$ cat src/rtl/core/tsag_pkg.sv
// Shared types and constants for the trailing-silence trim and auto-gain block.
// Used by the command queue, the divider, the engine and the top level.
package tsag_pkg;

  // Command codes
  localparam logic OP_LOAD  = 1'b0;
  localparam logic OP_FETCH = 1'b1;

  // Configuration register indexes
  localparam logic [1:0] REG_VAD_THRESHOLD = 2'd0;
  localparam logic [1:0] REG_KEEP_MS       = 2'd1;
  localparam logic [1:0] REG_AUTO_GAIN     = 2'd2;
  localparam logic [1:0] REG_MANUAL_GAIN   = 2'd3;

  // Arithmetic constants
  localparam logic [16:0] UNITY_Q12     = 17'd4096;
  localparam logic [16:0] GAIN_MAX_Q12  = 17'd81920;
  localparam logic [20:0] UNITY_LOW     = 21'd4092;
  localparam logic [20:0] UNITY_HIGH    = 21'd4100;
  localparam logic [13:0] VOICE_SCALE   = 14'd15625;
  localparam logic [21:0] RMS_FLOOR     = 22'd4096;
  localparam logic [6:0]  RMS_MUL       = 7'd75;
  localparam logic [16:0] PEAK_MIN      = 17'd33;
  localparam logic [31:0] HALF_SCALE_Q  = 32'd67108864;

  // Divide by 1000 as a multiply by ceil(2^38 / 1000) and a shift, exact below 2^32
  localparam logic [28:0] MS_RECIP      = 29'd274877907;
  localparam int          MS_SHIFT      = 38;

  localparam int QUEUE_DEPTH = 4;
  localparam int DIV_W       = 32;
  localparam int DIVISOR_W   = 17;

  typedef struct packed {
    logic               op;
    logic signed [15:0] sample;
    logic               last;
  } cmd_t;

  typedef struct packed {
    logic [14:0]        vad_threshold;
    logic signed [15:0] keep_trailing_ms;
    logic               auto_gain_enable;
    logic [15:0]        manual_gain;
  } cfg_t;

  typedef enum logic [3:0] {
    ST_IDLE,
    ST_RHS_SQ,
    ST_RHS_MUL,
    ST_WIN_RUN,
    ST_WIN_CHECK,
    ST_KEEP_DIV,
    ST_KEEP_WAIT,
    ST_PEAK_SET,
    ST_PEAK_RUN,
    ST_GAIN_DIV,
    ST_GAIN_WAIT,
    ST_GAIN_MUL,
    ST_GAIN_SET,
    ST_FETCH_RD,
    ST_FETCH_MUL,
    ST_FETCH_RND
  } eng_state_t;

endpackage

$ cat src/rtl/core/tsag_queue.sv
// Command queue between the accepting front and the processing engine.
// Depends on tsag_pkg for the command type and queue depth.
module tsag_queue (
  input  logic          clk,
  input  logic          rst,
  input  logic          push_valid,
  output logic          push_stall,
  input  tsag_pkg::cmd_t push_item,
  output logic          pop_valid,
  input  logic          pop_ready,
  output tsag_pkg::cmd_t pop_item
);
  import tsag_pkg::*;

  localparam int PW = $clog2(QUEUE_DEPTH);

  cmd_t           slots [QUEUE_DEPTH];
  logic [PW-1:0]  wr_ptr;
  logic [PW-1:0]  rd_ptr;
  logic [PW:0]    count;
  logic           do_push;
  logic           do_pop;

  assign push_stall = (count == (PW+1)'(QUEUE_DEPTH));
  assign pop_valid  = (count != '0);
  assign pop_item   = slots[rd_ptr];
  assign do_push    = push_valid && !push_stall;
  assign do_pop     = pop_valid && pop_ready;

  // Store an accepted transaction
  always_ff @(posedge clk) begin
    if (do_push) begin
      slots[wr_ptr] <= push_item;
    end
  end

  // Advance pointers and occupancy
  always_ff @(posedge clk) begin
    if (rst) begin
      wr_ptr <= '0;
      rd_ptr <= '0;
      count  <= '0;
    end else begin
      if (do_push) wr_ptr <= wr_ptr + 1'b1;
      if (do_pop)  rd_ptr <= rd_ptr + 1'b1;
      case ({do_push, do_pop})
        2'b10:   count <= count + 1'b1;
        2'b01:   count <= count - 1'b1;
        default: count <= count;
      endcase
    end
  end

endmodule

$ cat config.mk
export PLATFORM = sky130hd
export DESIGN_NAME = tsag_queue
export DESIGN_NICKNAME = d
export VERILOG_FILES = /design/src/rtl/core/tsag_pkg.sv /design/src/rtl/core/tsag_queue.sv
export SDC_FILE = /design/constraint.sdc
export NUM_CORES = 1
export LEC_CHECK = 0
export ABC_AREA = 0
export BUFFER_PORTS_ARGS = -buffer_cell sky130_fd_sc_hd__buf_2
export CORE_UTILIZATION = 30
export DETAILED_ROUTE_END_ITERATION = 16
export GPL_TIMING_DRIVEN = 0
export SYNTH_ARGS = -nofsm -noshare
export SYNTH_HDL_FRONTEND = slang
export SYNTH_SLANG_ARGS = --single-unit
$ cat constraint.sdc
create_clock -name clk -period 2.2 [get_ports clk]
set_input_delay 0.33 -clock clk [delete_from_list [all_inputs] [get_ports clk]]
set_output_delay 0.33 -clock clk [all_outputs]
set_load 0.01 [all_outputs]
==> impl_results.md, run 1 <==
* Routed WL at 4917 um
* Clk_lat worst skew at 0.35 ns
* Share of layout cells above drive strength 1 at 37.62%
* CP Capture Type: flop
* Crit path launch type: flop
* FP Rows at 36
* Synthesized cell area at 3114 um^2
* Peak VDD IR at 324.1 uV
* CTS max path bufs at 2
* Final hold vios at 0
* Top-area cell type share of the netlist area at 69.43%
* Worst Slack Setup Final at 0.1253 ns
* Arrival time at the worst endpoint at 2.35 ns
* Tot GR Track Use at 10.07%
* Post-synth top area cell: edfxtp_1
* Status: finished, final reports clean
* Slew @ Worst Pin at 0.5140 ns
* Post-route DRC at 0
* CTS Buf Count at 9
* Gates resized, CTS repair at 0
* Wirelength per Cell at 14.68 um
* Post-synth net total at 174
* Area Growth Syn to Fin at 18.20%
* TritonRoute pass-1 iters at 4
* Worst-path clk slew at 0.08 ns
* Vias in the first global route at 1514
* Initial Utilization at 31.43%
* Placed inst area at 3481 um^2
* Maximum fanout along the worst path at 6
* Fillers at 937
* Class of the worst hold path: input pin to flop
* Number of library cell types mapped by synthesis at 23
* CP Class: flop to flop
* Post-CTS Setup Inserts at 0
* Cell at the root of the clock tree: clkbuf_8
* H-Tree Depth at 3
* CTS Sinks at 81
* Yosys Warn Count at 0
* Fin area at 3681 um^2
* Largest cells by area after synthesis: edfxtp_1 (69%), mux4_2 (7.2%), mux4_1 (6.7%), dfxtp_1 (5.8%), ha_1 (2.0%)
* Largest net degree at the start of global routing at 19
* First-pass GRT wire length at 7755 um
* Leak Pwr at 1.271 nW
* Pwr Density at 1063 nW/um^2
* Max-slew violation count at 0
* Placement Setup Slack at 0.05868 ns
* Iteration-0 DRC Markers at 31
* Count of hold-fix buffers inserted at cts at 0
* Critical Path RT at 2.48 ns
* Global route overflow at 0
* Number of port buffers at 40
* Max cap viols at 0
* Setup TNS at 0 ns
* Fmax at 0.4820 GHz
* I/O Pins at 42
* Routed Antenna Nets at 0
* Die Width at 103.9 um
* Core area at 9910 um^2
* Net count, final at 225
* Synth Instances at 146
* Total number of vias at 1447
* Sequential share of the synthesized area at 75.21%
* FF+latch count, synth at 81
* Clock skew at 0.006387 ns
* Die area at 10790 um^2
* RSZ-0062 raised after global routing: true
* Die height at 103.9 um
* Final setup viols at 0
* Fin crit share at 94.31%
* CTS tree: built
* Via density at 4.319
* Post-route minimum period at 2.075 ns
* Placer Congestion at 0.6490
* Avg Cell Area, Syn at 21.33 um^2
* Initial antenna violation count at 0
* N_diodes at 0
* HPWL Detailed at 3115 um
* Slew HR at 65.73%
==> sequential cells by signal, indices dropped and copies added (netlist names), named ones only <==
signal,flops
rd_ptr,2
wr_ptr,2
count,3
slots,72
==> through the flow <==
stage               total power (W)  hold WS, ns  util [%]  instances
finish                     0.003911       0.1915     37.15        335
global route               0.004112       0.1796     37.15        335
CTS                        0.003958       0.1736     36.99        335
detailed placement         0.002944       0.5105     35.13        319
global placement           0.002933       0.5064     35.13        319
floorplan                  0.002620       0.4289         -        146
==> cells by family after synthesis <==
group           synth area share [%]
flops                          75.21
mux                            14.30
simple gates                   3.053
buf+inv                        2.290
compound gates                 1.366
fa+ha+maj                      2.652
xor+xnor                       1.125
==> where the power goes <==
group | total, W | internal [W] | switching, W | leakage [nW]
Sequential | 0.00191 | 0.00185 | 0.0000652 | 0.735
Clock | 0.00102 | 0.000512 | 0.000509 | 0.0962
Combinational | 0.000979 | 0.000502 | 0.000478 | 0.440
Total | 0.00391 | 0.00286 | 0.00105 | 1.27
==> layer usage <==
layer / vias to the layer above / part of all wire, % / track usage [%]
li1: 687 / - / -
met1: 719 / 42 / 11.07
met2: 29 / 52 / 16.43
met3: 12 / 3.5 / 2.444
met4: 0 / 2.9 / 8.571
met5: - / 0 / 0
==> cells in the mapped netlist (all sizes together) <==
| library cell | count |
|---|---|
| fa | 1 |
| nor3b | 1 |
| o31a | 1 |
| ha | 5 |
| mux2i | 1 |
| and2 | 4 |
| o311ai | 1 |
| o21ai | 2 |
| dfxtp | 9 |
| a21oi | 3 |
| xnor2 | 1 |
| xor2 | 3 |
| mux4 | 18 |
| nand2b | 2 |
| edfxtp | 72 |
| or3 | 3 |
| nor2 | 7 |
| inv | 7 |
| buf | 5 |
==> final cells by class <==
type,count,area (um^2),share of cell area [%]
plain buffers,5,45.04,1.224
repair buffers,40,200.2,5.438
clock inverters,7,61.31,1.666
flip-flops and latches,81,2344,63.66
clock buffers,9,123.9,3.365
multi-input cells,53,714.4,19.41
inverters,7,26.28,0.7138
well taps,133,166.4,4.521
==> layout by cell type, fill, tap and decap left out, drive strengths merged, types with 2 or more instances in the layout <==
cell	count
edfxtp	72
buf	45
mux4	18
clkbuf	9
dfxtp	9
inv	7
nor2	7
ha	5
clkinv	5
and2	4
or3	3
xor2	3
a21oi	3
o21ai	2
nand2b	2
==> worst paths after layout <==
| path | end | depth (start not counted) | slack (ns) | startpoint |
|---|---|---|---|---|
| hold reg to reg | count[2] | 2 | 0.51 | count[2] |
| hold / removal | slots[3][9] | 1 | 0.19 | push_item[9] |
| setup reg to reg | count[2] | 9 | 0.13 | count[0] |
| setup / recovery | count[2] | 9 | 0.13 | count[0] |
==> critical path, cell delays in order, from the launching register on <==
cell,delay (ns)
dfxtp_1,0.39
nor3b_4,0.26
nor2_2,0.10
inv_1,0.07
ha_1,0.17
inv_1,0.06
fa_1,0.37
xor2_1,0.16
or3_1,0.30
a21oi_1,0.13
Power figures use the tool's default switching activity.
==> inputs of run 2 (changes only) <==
--- a/config.mk
+++ b/config.mk
@@ -5,7 +5,7 @@
 export SDC_FILE = /design/constraint.sdc
 export NUM_CORES = 1
 export LEC_CHECK = 0
-export ABC_AREA = 0
+export ABC_AREA = 1
 export BUFFER_PORTS_ARGS = -buffer_cell sky130_fd_sc_hd__buf_2
 export CORE_UTILIZATION = 30
 export DETAILED_ROUTE_END_ITERATION = 16
==> run 2 against run 1 <==
Against the previous run:
- synthesized cell count grew 66%
- flip-flop and latch count stayed put
- highest routed layer unchanged
- setup slack gained 0.23 ns
- via count grew 35%
- hold slack lost 0.010 ns
- largest cell class unchanged
- count of clock-buffer cells in the layout up 2
- clock skew increased by 0.0019 ns
- non-clock buffer count increased by 10
- first-iteration DRC count up 48%
- total power up 9.7%
==> impl_results.md, run 2 <==
* Leading registers by flop count: slots: 72 flops, count: 3 flops
* Die height at 106.3 um
* Largest cells by area after synthesis: edfxtp_1 (66%), dfxtp_1 (5.5%), nor2_1 (5.1%), o21ai_0 (3.8%), o22ai_1 (3.5%)
* Initial Utilization at 31.33%
* Most frequent cells in the layout: edfxtp_1 (72), buf_2 (41), nor2_1 (40), o21ai_0 (25), o22ai_1 (18)
* H-Tree Depth at 3
* Tot GR Track Use at 12.69%
* EDFF count, synth at 72
* Global route overflow at 0
* Pwr Density at 1091 nW/um^2
* Maximum fanout along the worst path at 10
* CTS max path bufs at 2
* Leak Pwr at 1.447 nW
* Number of library cell types mapped by synthesis at 23
* Largest Register: slots
* Vias in the first global route at 1995
* Crit path launch type: flop
* Routed WL at 6540 um
* Post-route DRC at 0
* Synthesized cell area at 3263 um^2
* Crit-path slowest cell: dfxtp_1
* Initial antenna violation count at 0
* Critical Path Max Stage Delay at 0.31 ns
* Class of the worst hold path: input pin to flop
* CTS Sinks at 81
* Status: finished, final reports clean
* CP Class: flop to output port
* Placer Congestion at 0.6981
* Peak VDD IR at 607.6 uV
* Avg Cell Area, Syn at 13.43 um^2
* N_diodes at 0
* Wirelength per Cell at 14.86 um
* Fmax at 0.5419 GHz
* Slew HR at 62.95%
* Max cap viols at 0
* CTS Buf Count at 9
* Number of port buffers at 41
* Largest net degree at the start of global routing at 16
* Core area at 10420 um^2
* Worst-path clk slew at 0.08 ns
* Final hold vios at 0
* First-pass GRT wire length at 10520 um
* Worst Slack Setup Final at 0.3547 ns
* RSZ-0062 raised after global routing: false
* Top_reg_cell synth: edfxtp_1
* Clock skew at 0.008287 ns
* Arrival time at the worst endpoint at 1.52 ns
* Post-synth top area cell: edfxtp_1
* CTS tree: built
* Fin crit share at 83.88%
* Count of hold-fix buffers inserted at cts at 0
* Max reg flops at 72
* CP Capture Type: output port
* Post-route minimum period at 1.845 ns
* Routed Antenna Nets at 0
* TritonRoute pass-1 iters at 4
* CP Cell Sequence: buf_6 -> clkinv_8 -> buf_4 -> o21ai_2 -> o22ai_1 -> buf_2
* Top-area cell type share of the netlist area at 66.26%
* Iteration-0 DRC Markers at 46
* HPWL Detailed at 4309 um
* Post-synth net total at 271
* Placement Setup Slack at 0.3725 ns
* Commonest non-fill, non-tap cell in the layout: edfxtp_1
* Share of layout cells above drive strength 1 at 28.95%
* Die Width at 106.3 um
* FF+latch count, synth at 81
* I/O Pins at 42
* Via density at 4.443
* Critical Path RT at 1.87 ns
* Final setup viols at 0
* Net count, final at 327
* Fillers at 1016
* Total number of vias at 1955
* Synth top cells by count: edfxtp_1 (72), nor2_1 (44), o21ai_0 (25)
* Fin Hold WS at 0.1811 ns
* Post-CTS Setup Inserts at 0
* Clk_lat worst skew at 0.35 ns
* Sequential share of the synthesized area at 71.78%
* Most common cell in the synthesized netlist: edfxtp_1
* Slew @ Worst Pin at 0.5551 ns
* FFs w/ async S/R, synth at 0%
* Cell at the root of the clock tree: clkbuf_8
* Gates resized, CTS repair at 0
* Die area at 11300 um^2
* Synth Instances at 243
* Max-slew violation count at 0
* FP Rows at 37
* Yosys Warn Count at 0
* Area Growth Syn to Fin at 20.51%
[run 2: changes by cell type in the layout (fill, tap and decap cells not counted), moves of 6 or more]
cell     change
mux4_2      -10
nor2_1      +34
buf_6        +6
o21ai_1      +6
nand2_1     +11
o21ai_0     +23
o21ai_2      +7
o22ai_1     +18
inv_1        +9
mux4_1       -8
[run 2: worst max-delay path, delay by kind of cell (launching register included)]
family	cells	cell delay, ns
compound gates	2	0.26
buf+inv	4	0.60
flops	1	0.31
[run 2: cell type report]
class	instances	area, um^2	share of cell area (%)
sequential	81	2342	59.56
multi-input combinational	133	730.7	18.58
timing repair buffer	45	277.8	7.063
tap	136	170.2	4.327
clock buffer	11	131.4	3.341
buffer	10	108.9	2.768
inverter	19	91.34	2.323
clock inverter	5	80.08	2.036
[run 2: final timing paths]
kind	startpoint	endpoint	slack [ns]	cells after the start
setup / recovery	flop	pop_item[2]	0.35	6
hold / removal	rst	wr_ptr[1]	0.18	2
setup reg to reg	count[1]	count[2]	0.37	12
hold reg to reg	rd_ptr[1]	rd_ptr[1]	0.51	2
[run 2: power by group]
part           switching (W)  leakage [nW]  internal (W)
sequential         0.0000632         0.735       0.00183
combinational       0.000761         0.611      0.000485
clock               0.000511         0.101      0.000638
total                0.00133          1.45       0.00296
[run 2: metrics by stage]
step | cell area (um^2) | total power (W) | cells | utilization (%) | TNS (ns)
after floorplan | 3263 | 0.002728 | 243 | - | 0
after global placement | 3638 | 0.003135 | 420 | 34.93 | -12.68
after detailed placement | 3721 | 0.003205 | 424 | 35.72 | 0
after CTS | 3933 | 0.004353 | 440 | 37.75 | 0
after global routing | 3933 | 0.004550 | 440 | 37.75 | 0
final | 3933 | 0.004292 | 440 | 37.75 | 0
[run 2: logic make-up after synthesis]
kind of cell             synth area share [%]
adder cells (fa/ha/maj)                 2.531
buffers and inverters                   6.135
flip-flops                              71.78
AO/OA/AOI/OAI                           10.85
AND/OR/NAND/NOR                         8.704
[run 2: routing by layer]
metal  vias up  track usage (%)  wire length, um
li1        980                -                -
met1       926            15.20             2827
met2        38            20.87             3260
met3        11            3.617              326
met4         0            6.250              125
met5         -                0                0
